**src/hw/rtl/mpm_pkg.sv**
```systemverilog
// Shared constants, codes and types for the modular polynomial multiplier.
// Depends on nothing; every other file but mpm_ram uses it.
package mpm_pkg;

   // Sequence storage.
   localparam int MAX_LEN = 1024;
   localparam int ADDR_W  = $clog2(MAX_LEN);
   localparam int CNT_W   = ADDR_W + 1;

   // Field widths.
   localparam int KIND_W  = 2;
   localparam int COEF_IN_W = 32;
   localparam int INDEX_W = 11;
   localparam int COEF_W  = 30;
   localparam int MOD_W   = 31;
   localparam int CSR_IDX_W = 1;

   // Modulus handling.
   localparam logic [MOD_W-1:0] MOD_CAP   = MOD_W'(1 << 30);
   localparam logic [MOD_W-1:0] MOD_RESET = MOD_W'(1000000007);

   typedef logic [MOD_W-1:0] logic_mod_type;

   // Multiplier split into two half-width partial products.
   localparam int HALF_W = 15;
   localparam logic [HALF_W-1:0] HALF_MASK = HALF_W'((1 << 15) - 1);
   localparam int PP_W = COEF_W + HALF_W;

   // Dividend width of the shared remainder unit: accumulator plus product.
   localparam int SUM_W  = 2 * COEF_W + 1;
   localparam int STEP_W = $clog2(SUM_W);

   // Request kinds.
   localparam logic [KIND_W-1:0] KIND_APPEND_A = 2'd0;
   localparam logic [KIND_W-1:0] KIND_APPEND_B = 2'd1;
   localparam logic [KIND_W-1:0] KIND_READ     = 2'd2;
   localparam logic [KIND_W-1:0] KIND_CLEAR    = 2'd3;

   // Register indexes.
   localparam logic [CSR_IDX_W-1:0] CSR_MODULUS = 1'd0;
   localparam logic [CSR_IDX_W-1:0] CSR_SQUARE  = 1'd1;

   // Remainder unit handshake.
   typedef struct packed {
      logic             start;
      logic [SUM_W-1:0] value;
   } red_req_type;

   typedef struct packed {
      logic              busy;
      logic              done;
      logic [COEF_W-1:0] rem;
   } red_rsp_type;

endpackage

```
**src/hw/rtl/mpm_reduce.sv**
```systemverilog
// Bit-serial remainder unit: value mod m, one dividend bit per cycle.
// Depends on mpm_pkg.
module mpm_reduce (
   input  logic                     clock,
   input  logic                     reset,
   input  logic [mpm_pkg::MOD_W-1:0] modulus,
   input  mpm_pkg::red_req_type     req,
   output mpm_pkg::red_rsp_type     rsp
);
   import mpm_pkg::*;

   logic [SUM_W-1:0]  val_ff, val_in;
   logic [MOD_W-1:0]  rem_ff, rem_in;
   logic [STEP_W-1:0] step_ff, step_in;
   logic              busy_ff, busy_in;
   logic              done_ff, done_in;
   logic [MOD_W:0]    trial;

   // One restoring step: shift in the next dividend bit, subtract m if it fits.
   always_comb begin
      trial = {rem_ff, val_ff[SUM_W-1]};
      if (trial >= {1'b0, modulus}) begin
         trial = trial - {1'b0, modulus};
      end
   end

   // Step sequencing.
   always_comb begin
      val_in  = val_ff;
      rem_in  = rem_ff;
      step_in = step_ff;
      busy_in = busy_ff;
      done_in = 1'b0;
      if (req.start) begin
         val_in  = req.value;
         rem_in  = '0;
         step_in = '0;
         busy_in = 1'b1;
      end else if (busy_ff) begin
         val_in = {val_ff[SUM_W-2:0], 1'b0};
         rem_in = trial[MOD_W-1:0];
         step_in = step_ff + 1'b1;
         if (step_ff == STEP_W'(SUM_W - 1)) begin
            busy_in = 1'b0;
            done_in = 1'b1;
         end
      end
   end

   always_ff @(posedge clock) begin
      if (reset) begin
         busy_ff <= 1'b0;
         done_ff <= 1'b0;
      end else begin
         busy_ff <= busy_in;
         done_ff <= done_in;
      end
      val_ff  <= val_in;
      rem_ff  <= rem_in;
      step_ff <= step_in;
   end

   // The remainder is below m, which is at most 2^30.
   assign rsp.busy = busy_ff;
   assign rsp.done = done_ff;
   assign rsp.rem  = rem_ff[COEF_W-1:0];

endmodule

```
**config.mk**
```make
export PLATFORM = sky130hd
export DESIGN_NAME = mpm_reduce
export DESIGN_NICKNAME = d
export VERILOG_FILES = /design/src/hw/rtl/mpm_pkg.sv /design/src/hw/rtl/mpm_reduce.sv
export SDC_FILE = /design/constraint.sdc
export NUM_CORES = 1
export LEC_CHECK = 0
export BUFFER_PORTS_ARGS = -buffer_cell sky130_fd_sc_hd__buf_2
export CORE_AREA = 2 2 152 154
export CTS_CLUSTER_SIZE = 14
export DETAILED_ROUTE_END_ITERATION = 8
export DIE_AREA = 0 0 154 156
export PLACE_DENSITY = 0.6
export REMOVE_ABC_BUFFERS = 1
export SETUP_SLACK_MARGIN = 0.15
export SYNTH_ARGS = -nofsm -noshare
export SYNTH_HDL_FRONTEND = slang
export SYNTH_SLANG_ARGS = --single-unit
```
**constraint.sdc**
```tcl
create_clock -name clock -period 3.59 [get_ports clock]
set_input_delay 0.359 -clock clock [delete_from_list [all_inputs] [get_ports clock]]
set_output_delay 0.359 -clock clock [all_outputs]
set_load 0.02 [all_outputs]
```
Yosys cells after proc, flatten, opt, wreduce, memory -nomap -nowiden
Cells that the tools add are included.
W data, S select, Z words.

word-level totals
  input port bits = 95
  register bits after elaboration = 100
  logic and storage cells = 19

operators by class
  add/sub/neg operators = 2
  reduce and logical (&&, ||, !) cells = 2
  muxes and demuxes = 7
  bitwise operators = 1
  $lt $le $gt $ge = 1
  equality and inequality tests = 1

operators with widths
  kind                   number
  $mux W61               2
  $ge A32 B31 Y1         1
  $mux W31               1
  $sub A31 B31 Y31       1
  $add A6 B1 Y6 const B  1
  $eq A6 B6 Y1 const B   1
  $mux W1                4
  $reduce_or A3 Y1       1
  $reduce_bool A2 Y1     1
  $not A1 Y1             1

Logic depth before layout (Yosys ltp)
  depth after elaboration = 4
  gate-level depth with buffers = 12
  gate-level depth less buffers = 11

Worst setup path before layout
OpenSTA, ideal clock, no wires.

  kind = input -> register
  start point = input req[61] (netlist bit)
  end point = register val_ff[0], enable pin
  stages = 4
  library setup time = 0.416 ns
  required time = 3.174 ns
  setup slack = 0.939 ns
  data arrival time = 2.235 ns
  cell sequence = clkbuf_1 -> clkbuf_1 -> nor2_1 -> inv_1

between the ends
  word-level cells in the longest chain between the ends = 1

RTL lines
  item                          RTL line          RTL
  start, declared               mpm_reduce.sv:7   input mpm_pkg::red_req_type req,
  $reduce_bool A2 Y1 (no line)  -
  end signal, assigned          mpm_reduce.sv:58  val_ff <= val_in;
  end, declared                 mpm_reduce.sv:12  logic [SUM_W-1:0] val_ff, val_in;

Every way passes these cells.
A chain may end at the register's enable or synchronous reset.

Worst setup path after layout
  start point = register val_ff[60]
  end point = register rem_ff[26]

between the ends
  word-level cells in the longest chain between the ends = 2

RTL lines
  item                                                RTL line                            RTL
  $sub A31 B31 Y31 or $ge A32 B31 Y1 (tied branches)  mpm_reduce.sv:23, mpm_reduce.sv:22
  $mux W31 (*)                                        mpm_reduce.sv:22                    if (trial >= {1'b0, modulus}) begin
  end signal, assigned                                mpm_reduce.sv:59                    rem_ff <= rem_in;
  end, declared                                       mpm_reduce.sv:13                    logic [MOD_W-1:0] rem_ff, rem_in;

Every way passes the cells marked *; elsewhere a longest branch is shown, timed or not.

==> impl_metrics.json <==
{
  "outcome": "completed",
  "pwr-share-clk_pct": 32.3,
  "max_stage_delay_ns": 0.41,
  "grt_pass1_wl_mm": 25.6,
  "cts_resized": 0,
  "ff2ff_path_depth": 11,
  "relSlewSlack_pct": 27.5,
  "p_int_uw": 2130,
  "syn_area_mm2": 0.00660,
  "wl_per_cell_um": 15.5,
  "yosys_warnings": 0,
  "p_comb_share_pct": 22.6,
  "hold-path-endpoint": "busy_ff",
  "fin_crit_ns": 3.04,
  "syn-instance-count": 662,
  "clk_latency_ns": 0.36,
  "hold_violations": 0,
  "hpwl_mm": 11.8,
  "vias_per_cell": 4.90,
  "drt-total-wl_mm": 16.0,
  "synth_edf_count": 61,
  "grtUsageTotal_pct": 13.3,
  "std_cell_rows": 55,
  "die_h_um": 156,
  "yosysTopAreaCell": "edfxtp_1",
  "start_kind": "flop",
  "path_cells": "inv_1 -> ha_1 -> fa_1 -> nor2b_1 -> o31a_1 -> o21ai_2 -> a31oi_4 -> nor2_4 -> buf_4 -> nand2_1 -> a311oi_1",
  "cp.required_ns": 3.84,
  "pwr-share-seq_pct": 45.1,
  "r2r_start": "val_ff[60]",
  "cts_setup_buffers": 0,
  "p_sw_share_pct": 30.5,
  "yosysTopAreaCellShare_pct": 27.8,
  "clk_pin_slew_ns": 0.08,
  "r2r_setup_slack_ns": 0.55,
  "worst_slew_pin_slew_ns": 1.09,
  "rsz0062_at_grt": "false",
  "die_width_um": 154,
  "fin_nets": 868,
  "finalSetupTns_ns": 0,
  "nFillCells": 2297,
  "ys_ff_latch": 100,
  "dp_slack_ns": 0.458,
  "cp.buffers_inverters": 2,
  "drv_slew": 0,
  "grt_max_degree": 70,
  "hold_path_class": "in2reg",
  "cp-end-kind": "flop",
  "drc": 0,
  "crit_family": "compound AO/OA/AOI/OAI gates",
  "core_area_mm2": 0.0224,
  "worst_slack_ns": 0.552,
  "finalCritPeriodShare_pct": 84.6,
  "switchingPower_uw": 935,
  "routabilityCongestion": 0.840,
  "final_common_cell": "buf_2",
  "cts_buffers": 9,
  "firstDrtPassIters": 4,
  "grt_overflow": 0,
  "hold_start": "reset",
  "path_class": "reg2reg",
  "slowest_stage": "edfxtp_1",
  "async_flop_share_pct": 0,
  "arrival_ns": 3.29,
  "antenna_found_initial": 5,
  "cts-hold-fix-buffers": 0,
  "ios": 127,
  "vias": 5048,
  "cts_tree": "built",
  "drt_iter0_markers": 241,
  "finalSetupViolCount": 0,
  "syn2layout_area_growth_pct": 14.2,
  "grt_pass1_vias": 4976,
  "ys.flop_type": "edfxtp_1",
  "drive_above_1_share_pct": 31.2,
  "final_cell_mix": "buf_2 (125), mux2_2 (63), edfxtp_1 (61)",
  "cts.sinks": 100,
  "r2r-end": "rem_ff[26]",
  "port_buffers": 126,
  "ir_drop_mv": 0.206,
  "ys_seq_area_share_pct": 39.6,
  "min_path_cells": 2,
  "ys_top_cells_by_area": "edfxtp_1 (28%), dfxtp_1 (12%), mux2_2 (11%)",
  "synth_cell_types": 70,
  "ant_nets": 0,
  "cts-htree-levels": 3,
  "clk_path_buf_depth": 2,
  "syn_avg_cell_area_um2": 9.96,
  "fin_skew_ns": 0.00848,
  "power_per_cell_area_mw_per_mm2": 407,
  "leakagePower_uw": 0.00308,
  "maxCapViolations": 0,
  "dieArea_mm2": 0.0240,
  "worstPathMaxFanout": 18,
  "root_buffer": "clkbuf_16",
  "max_freq_mhz": 329,
  "start_util_pct": 29.5
}
worst max path at each step:
stage	depth (start not counted)	slack [ns]	start	end
5_1_grt	12	0.31	val_ff[60]	rem_ff[12]
3_5_place_dp	12	0.46	modulus[27]	rem_ff[27]
6_report	11	0.55	val_ff[60]	rem_ff[26]
2_1_floorplan	2	0.15	busy_ff	val_ff[0]
3_3_place_gp	11	0.47	modulus[27]	rem_ff[16]
4_1_cts	11	0.55	val_ff[60]	rem_ff[13]
layout make-up:
type	count	area [µm²]	share of cell area, %
tap	285	357	4.73
sequential	100	2610	34.7
multi-input combinational	453	3420	45.4
antenna	2	5.00	0.0664
clock inverter	6	63.8	0.847
inverter	42	158	2.09
clock buffer	10	229	3.04
timing repair buffer	133	686	9.10
cells by family after synthesis:
logic type	after synthesis	share of synthesized area, %
muxes	77	12.9
buffers and inverters	109	8.52
AOI/OAI and AO/OA	165	17.6
adders and majority gates	34	6.56
DFF	100	39.6
and+or+nand+nor	153	11.6
xor gates and xnor gates	24	3.19
state kept, by name (all words and copies together), names as in the netlist:
register  flops
busy_ff       1
step_ff       6
rem_ff       31
val_ff       61
done_ff       1
worst register-to-register path: cells and delay by family, from the launching register on:
kind / cells / cell delay (ns)
buffers and inverters: 2 / 0.39
DFF: 1 / 0.41
adders and majority gates: 2 / 0.40
AOI/OAI and AO/OA: 4 / 1.17
and+or+nand+nor: 3 / 0.57
per-stage QoR:
stage | power, µW | util, % | cells | hold slack (ns) | cell area, µm²
final | 3070 | 33.7 | 1031 | 0.180 | 7530
after global routing | 3230 | 33.7 | 1029 | 0.170 | 7530
after CTS | 3110 | 33.7 | 1029 | 0.169 | 7530
after detailed placement | 2110 | 32.3 | 1013 | 0.485 | 7230
after global placement | 2100 | 32.3 | 1013 | 0.476 | 7230
after floorplan | 1880 | - | 595 | 0.424 | 6190
per-layer routing:
layer	vias up	share of wire (%)	wire [µm]	GRT usage (%)
met5	-	0.15	24	0
met4	4	1.1	176	3.69
met3	17	9.6	1540	5.72
met2	141	44	7090	21.1
met1	2327	45	7130	16.6
li1	2559	-	-	-
synthesized netlist by cell type, drive strengths merged, types with 8 or more instances:
cell type,count
a211oi,20
o21ai,33
mux2i,14
nand2,29
nor3,12
a21oi,47
nand3,10
buf,47
inv,42
nor2b,9
clkbuf,20
xnor2,17
mux2,63
ha,33
nand4,11
nor2,52
dfxtp,39
edfxtp,61
o21a,8
power by group through the flow:
stage	clock [µW]	combinational (µW)	sequential, µW
2_1_floorplan	0	448	1440
3_3_place_gp	0	691	1410
3_5_place_dp	0	696	1410
4_1_cts	1030	699	1390
5_1_grt	1060	775	1400
6_report	991	693	1380
Power figures use the tool's default switching activity.
