## src/hw/rtl/mpm_pkg.sv

```systemverilog
// Shared constants, codes and types for the modular polynomial multiplier.
// Depends on nothing; every other file but mpm_ram uses it.
package mpm_pkg;

   // Sequence storage.
   localparam int MAX_LEN = 1024;
   localparam int ADDR_W  = $clog2(MAX_LEN);
   localparam int CNT_W   = ADDR_W + 1;

   // Field widths.
   localparam int KIND_W  = 2;
   localparam int COEF_IN_W = 32;
   localparam int INDEX_W = 11;
   localparam int COEF_W  = 30;
   localparam int MOD_W   = 31;
   localparam int CSR_IDX_W = 1;

   // Modulus handling.
   localparam logic [MOD_W-1:0] MOD_CAP   = MOD_W'(1 << 30);
   localparam logic [MOD_W-1:0] MOD_RESET = MOD_W'(1000000007);

   typedef logic [MOD_W-1:0] logic_mod_type;

   // Multiplier split into two half-width partial products.
   localparam int HALF_W = 15;
   localparam logic [HALF_W-1:0] HALF_MASK = HALF_W'((1 << 15) - 1);
   localparam int PP_W = COEF_W + HALF_W;

   // Dividend width of the shared remainder unit: accumulator plus product.
   localparam int SUM_W  = 2 * COEF_W + 1;
   localparam int STEP_W = $clog2(SUM_W);

   // Request kinds.
   localparam logic [KIND_W-1:0] KIND_APPEND_A = 2'd0;
   localparam logic [KIND_W-1:0] KIND_APPEND_B = 2'd1;
   localparam logic [KIND_W-1:0] KIND_READ     = 2'd2;
   localparam logic [KIND_W-1:0] KIND_CLEAR    = 2'd3;

   // Register indexes.
   localparam logic [CSR_IDX_W-1:0] CSR_MODULUS = 1'd0;
   localparam logic [CSR_IDX_W-1:0] CSR_SQUARE  = 1'd1;

   // Remainder unit handshake.
   typedef struct packed {
      logic             start;
      logic [SUM_W-1:0] value;
   } red_req_type;

   typedef struct packed {
      logic              busy;
      logic              done;
      logic [COEF_W-1:0] rem;
   } red_rsp_type;

endpackage

```

## src/hw/rtl/mpm_modred.sv

```systemverilog
// Sign fold for loaded coefficients: turns the remainder of |x| into x mod m.
// Depends on mpm_pkg.
module mpm_modred (
   input  mpm_pkg::logic_mod_type       modulus,
   input  logic                         neg,
   input  logic [mpm_pkg::COEF_W-1:0]   rem,
   output logic [mpm_pkg::COEF_W-1:0]   value
);
   import mpm_pkg::*;

   // A negative coefficient with a nonzero remainder folds back to m - rem.
   assign value = (neg && rem != '0) ? COEF_W'(modulus - MOD_W'(rem)) : rem;

endmodule

```

## config.mk

```make
export PLATFORM = sky130hd
export DESIGN_NAME = mpm_modred
export DESIGN_NICKNAME = d
export VERILOG_FILES = /design/src/hw/rtl/mpm_pkg.sv /design/src/hw/rtl/mpm_modred.sv
export SDC_FILE = /design/constraint.sdc
export NUM_CORES = 1
export LEC_CHECK = 0
export ABC_AREA = 1
export BUFFER_PORTS_ARGS = -buffer_cell sky130_fd_sc_hd__buf_2
export CORE_AREA = 2 2 103 105
export DETAILED_ROUTE_END_ITERATION = 7
export DIE_AREA = 0 0 105 107
export PLACE_DENSITY = 0.48
export SLEW_MARGIN = 20
export SYNTH_ARGS = -nofsm -noshare
export SYNTH_HDL_FRONTEND = slang
export SYNTH_SLANG_ARGS = --single-unit
```

## constraint.sdc

```tcl
create_clock -name vclk -period 8.7
set_input_delay 2.61 -clock vclk [all_inputs]
set_output_delay 2.61 -clock vclk [all_outputs]
set_load 0.05 [all_outputs]
```

; ---- Word-level counts from Yosys, hierarchy flattened
; Cells that the tools add are included.
[totals]
regBits = 0
input_bits = 62
out_inout_bits = 30
elab_cells = 4
[op_classes]
n_addsub = 1
mux = 1
reduce_logical = 2
[op_table]
columns = cell, count
row1 = 30-bit 2-to-1 mux, 1
row2 = 30-bit nonzero test, 1
row3 = 30-bit subtractor, 1
row4 = 1-bit logical AND, 1

; ---- Longest topological paths before layout
; Gate-level depths: netlist (run 1).
[logic_depth]
depth_word = 3
ltp_mapped = 13
depth_no_buf = 13

; ---- Least setup slack after synthesis (run 1)
; No wires, ideal clock.
[synth_path]
kind = input port to output port
start = input port modulus[0]
end = output port value[4] (netlist name)
t_arrival_ns = 4.668
required_ns = 6.090
setup_slack_ns = 1.422
path_stages = 8
n_path_buf = 0
cell_sequence = inv_1 ha_1 fa_1 inv_1 nand3_1 nand3_1 xnor2_1 o21ai_0
[synth_between]
elab_chain_len = 2
[synth_lines]
columns = element, line
row1 = from (decl), mpm_modred.sv:4  ; input mpm_pkg::logic_mod_type modulus,
row2 = 30-bit subtractor, mpm_modred.sv:12  ; assign value = (neg && rem != '0) ? COEF_W'(modulus - MOD_W'(rem)) : rem;
row3 = 30-bit 2-to-1 mux, mpm_modred.sv:12
row4 = to (decl), mpm_modred.sv:7  ; output logic [mpm_pkg::COEF_W-1:0] value
; No other way between the ends.

; ---- Final worst setup path (run 1)
[layout_path]
start = input port modulus[0]
end = output port value[16] (netlist name)
; Same word-level chain as after synthesis.

==> results of run 1 <==
==> power groups by stage <==
stage          Clock [mW]  Combinational, mW  Sequential [mW]
2_1_floorplan           0              0.210                0
3_3_place_gp            0              0.278                0
3_5_place_dp            0              0.279                0
4_1_cts                 0              0.281                0
5_1_grt                 0              0.310                0
6_report                0              0.279                0
==> synthesized netlist by cell type, types with 2 or more instances <==
cell type  count
o21ai_2       11
nand3_1       36
inv_2         11
nor2_1        44
buf_4          2
ha_1          29
o21bai_1       3
a21oi_1       21
nand3b_1       3
nand4_1        8
o21ai_1        5
inv_1        122
xor2_1         2
nand2_1      235
xnor2_1        3
nand3_2       17
o21ai_0        6
nor3_1         2
or2_2          8
==> worst max-delay path by stage <==
stage	startpoint	end	slack [ns]	cells after the start
final	modulus[0]	value[16]	1.33	14
after global placement	rem[1]	value[1]	1.34	10
after detailed placement	modulus[0]	value[16]	1.35	14
after global routing	rem[1]	value[4]	1.20	10
after CTS	rem[1]	value[1]	1.33	10
after floorplan	modulus[0]	value[4]	1.42	8
==> layer usage <==
| layer | part of all wire, % | track usage (%) | vias up |
|---|---|---|---|
| met1 | 47 | 23.2 | 1571 |
| met4 | 0.42 | 0 | 0 |
| met5 | 0 | 0 | - |
| met2 | 48 | 31.3 | 70 |
| li1 | - | - | 1944 |
| met3 | 4.8 | 0.304 | 2 |
==> through the flow <==
| stage | utilization [%] | instances | instance area [sq um] |
|---|---|---|---|
| floorplan | - | 580 | 2860 |
| global placement | 34.0 | 802 | 3430 |
| detailed placement | 34.0 | 802 | 3430 |
| CTS | 34.0 | 802 | 3430 |
| global route | 34.0 | 802 | 3430 |
| finish | 34.0 | 802 | 3430 |
==> cell families after synthesis <==
kind of cell	share of synthesized area, %
AOI/OAI and AO/OA	10.7
adders and majority gates	13.4
buffers and inverters	19.8
xor gates and xnor gates	1.53
and+or+nand+nor	54.6
==> layout make-up <==
| cell class | count | area [sq um] |
|---|---|---|
| well taps | 136 | 170 |
| inverters | 133 | 499 |
| multi-input cells | 441 | 2300 |
| repair buffers | 92 | 463 |
| fillers | 1236 | 6660 |
==> cell usage in the layout, fill, tap and decap left out, types with 11 or more instances in the layout <==
cell	netlist	final
nand3_1	36	36
inv_1	122	122
ha_1	29	29
nor2_1	44	44
inv_2	11	11
buf_2	1	91
o21ai_2	11	11
nand3_2	17	17
a21oi_1	21	21
nand2_1	235	235
==> run metrics, run 1 <==
Synth area leaders nand2_1, inv_1, ha_1, nand3_1, nand3_2; worst min-delay path startpoint rem[27]; Pwr Density 81.4 nW/um^2; worst path buffer plus inverter count 4; cts hold-fix bufs 0; setup tns final 0 ns; Period minus WS final ~7.4 ns; drt wl/cell 11.9 um; Synth top area share between 30% and 40%; DIE AREA ~11000 sq um; DR vias/cell 4.47; Avg Cell Area, Syn 4.93 sq um; DR pass1 iterations 4; CLK BUF 0; cell-internal power 0.0850 mW; antenna cells 0; cts repair resizes 0; CP endpoint kind output pin; Die Y 107 um; Worst path slowest cell fa_1; GR Overflow Total 0; layout cells sized above 1 21.6%; DRT iter0 DRCs 174; Cell variety after synth 31; startpoint types input port; register area 0 sq um; largest net degree at the start of global routing 24; Critical Path RT 6.09 ns; Core ar. 10100 sq um; initial antenna violation count 0; Max-slew headroom 44.5%; area delta synth->final 20.0%; end point of the worst hold path value[27]; GRT Total Usage ~17%; DRC violation count after routing 0; cell taking the most area after synthesis nand2_1; Final Hold Viols 0; worst hold path type input port to output pin; worst slew pin tran 0.831 ns; first-pass GRT wire length 15700 um; Routed Antenna Nets 0; RSZ-0062 raised after global routing false; final setup vio count 0; fin worst setup slack 1.33 ns; Final HPWL DP 8590 um; maximum vdd drop 46.1 uV; Leak 2.24 nW; maximum clock frequency 136 MHz; Post-Syn Instances 580; hold-critical path depth 4; Port Buffers 91; number of global-route vias before repair roughly 3.4k; slowest stage delay, CP 0.41 ns; # Post-CTS Setup Buffers 0; Synth warnings 0; area of the mapped netlist 2860 sq um; routability cong. 0.855; Crit path max-delay family adder cells; nets 760; Max Cap Viol 0; status finished clean; switching share of power 69.6%; worst hold slack 5.62 ns; period utilization 84.7%; total power 0.279 mW; Clock power frac 0%; Final Max Tran Viols 0; routed vias 3587; total number of sequential cells 0; # rows 37; Setup CP Type input port to output pin; I/O pin count 92; Syn Nets around 670; initial core utilization ~28%; crit path max fanout 4; die width 105 um; Sequential Power Share 0%; Logic pwr share 100.0%; critical path's most frequent cell nand2_1; Post-Place Worst Slack 1.35 ns; Arr. time, crit path ~4.8 ns; Switch Pwr 0.194 mW; register area share after synthesis 0%; crit path cell chain buf_2 > inv_1 > ha_1 > fa_1 > inv_1 > nand3_1 > nand3_1 > nand2_1 > a21oi_1 > nor2_1 > nand2_1 > nand2_1 > o21ai_1 > buf_2; WL final 9580 um
Note: power is estimated with default switching activity, not from simulation.
==> run 2, diff against run 1 <==
Clock period 8.7 ns to 7 ns, I/O delays scaled along.
==> run 2 against run 1 <==
Net effect: global-route usage up 0.17 points; setup slack worse by 0.62 ns; flip-flop and latch count unchanged; core utilization up 0.074 points; largest power group unchanged; power up 24%; critical path depth unchanged; first-iteration DRC count down 36%; critical endpoint unchanged; final area up 0.22%; wire length down 0.33%.
==> run metrics, run 2 (same netlist as run 1, synthesis figures left out) <==
status finished clean; number of global-route vias before repair 3487 (+2.0%); RSZ-0062 raised after global routing false; DRC violation count after routing 0 (unchanged); Setup CP Type input port to output pin; # Post-CTS Setup Buffers 0 (unchanged); drt wl/cell 11.9 um (-0.46%); Period minus WS final 6.29 ns; Cell Area, Placed 3440 sq um (+0.22%); routability cong. 0.844 (-1.4%); initial core utilization 28.3% (unchanged); Max-slew headroom 69.6% (+25 points); maximum clock frequency 159 MHz; DIE AREA 11200 sq um (unchanged); DRT iter0 DRCs 112 (-36%); Pwr Density 101 nW/um^2 (+24%); Final Hold Viols 0 (unchanged); Post-Layout Inst Area 3440 sq um (+0.22%); cts repair resizes 0 (unchanged); Post-Place Worst Slack 0.705 ns (-0.641 ns); commonest non-fill, non-tap cells in the layout nand2_1, inv_1, buf_2; maximum vdd drop 52.1 uV (+13%); Final Max Tran Viols 0 (unchanged); GR Overflow Total 0 (unchanged); Port Buffers 91 (unchanged); DR vias/cell 4.43 (-0.90%); dpl cells 803 (+0.12%); antenna cells 0 (unchanged); Final HPWL DP 8610 um (+0.19%); I/O pin count 92 (unchanged); largest net degree at the start of global routing 23 (-4.2%); CP endpoint kind output pin; total number of sequential cells 0 (unchanged); CLK BUF 0 (unchanged); Max Cap Viol 0 (unchanged); die width 105 um (unchanged); Leak 2.25 nW (+0.21%); final std cells w/o fill 803 (+0.12%); Core ar. 10100 sq um (unchanged); layout cells sized above 1 21.7% (+0.12 points); Arr. time, crit path 4.19 ns (-0.57 ns); worst slew pin tran 0.455 ns (-0.375 ns); setup tns final 0 ns (unchanged); Critical Path RT 4.90 ns (-1.19 ns); WL final 9550 um (-0.33%); initial antenna violation count 0 (unchanged); cts hold-fix bufs 0 (unchanged); first-pass GRT wire length 15800 um (+0.75%); DR pass1 iterations 4 (unchanged); Routed Antenna Nets 0 (unchanged); most common cell after layout, fill and taps aside nand2_1; routed vias 3559 (-0.78%); # rows 37 (unchanged); final setup vio count 0 (unchanged); period utilization between 80 and 90%; register area 0 sq um (unchanged); fin worst setup slack 0.714 ns (-0.616 ns); nets 761 (+0.13%); crit path max fanout 4 (unchanged); area delta synth->final 20.3%; startpoint types input port; worst hold path type input port to output pin; GRT Total Usage 17.0% (+0.17 points); total power 0.347 mW (+24%); Die Y 107 um (unchanged)
## run 2: routing by layer
metal	vias to the layer above	global-route usage, %	routed length (um)
met5	-	0	0
met4	0	0.857	53
met3	4	0.365	222
met2	54	31.3	4560
met1	1551	23.3	4720
li1	1950	-	-
## run 2: layout make-up
cell class	instances	area (sq um)
Timing Repair Buffer	93	470
Fill cell	1245	6660
Inverter	133	499
Tap cell	136	170
Multi-Input combinational cell	441	2300
## run 2: worst max-delay path, stage by stage
cell	delay (ns)
buf_2	0.08
inv_1	0.03
ha_1	0.21
fa_1	0.41
inv_1	0.13
nand3_1	0.08
nand3_1	0.22
nand2_1	0.12
a21oi_1	0.15
nor2_1	0.08
nand2_1	0.06
nand2_1	0.05
o21ai_1	0.17
buf_2	0.29
## run 2: stage by stage
step | util [%] | hold slack (ns)
floorplan | - | 4.43
global placement | 34.1 | 4.60
detailed placement | 34.1 | 4.60
CTS | 34.1 | 4.61
global route | 34.1 | 4.63
finish | 34.1 | 4.60
## run 2: where the power goes
part,switching (mW),internal [mW],leakage [nW]
clock,0,0,0
combinational,0.241,0.106,2.25
sequential,0,0,0
## run 2: path summary, 6_finish.rpt
path	from	endpoint	cells past startpoint	slack, ns
worst max-delay path	modulus[0]	value[16]	14	0.71
worst min-delay path	rem[27]	value[27]	4	4.60
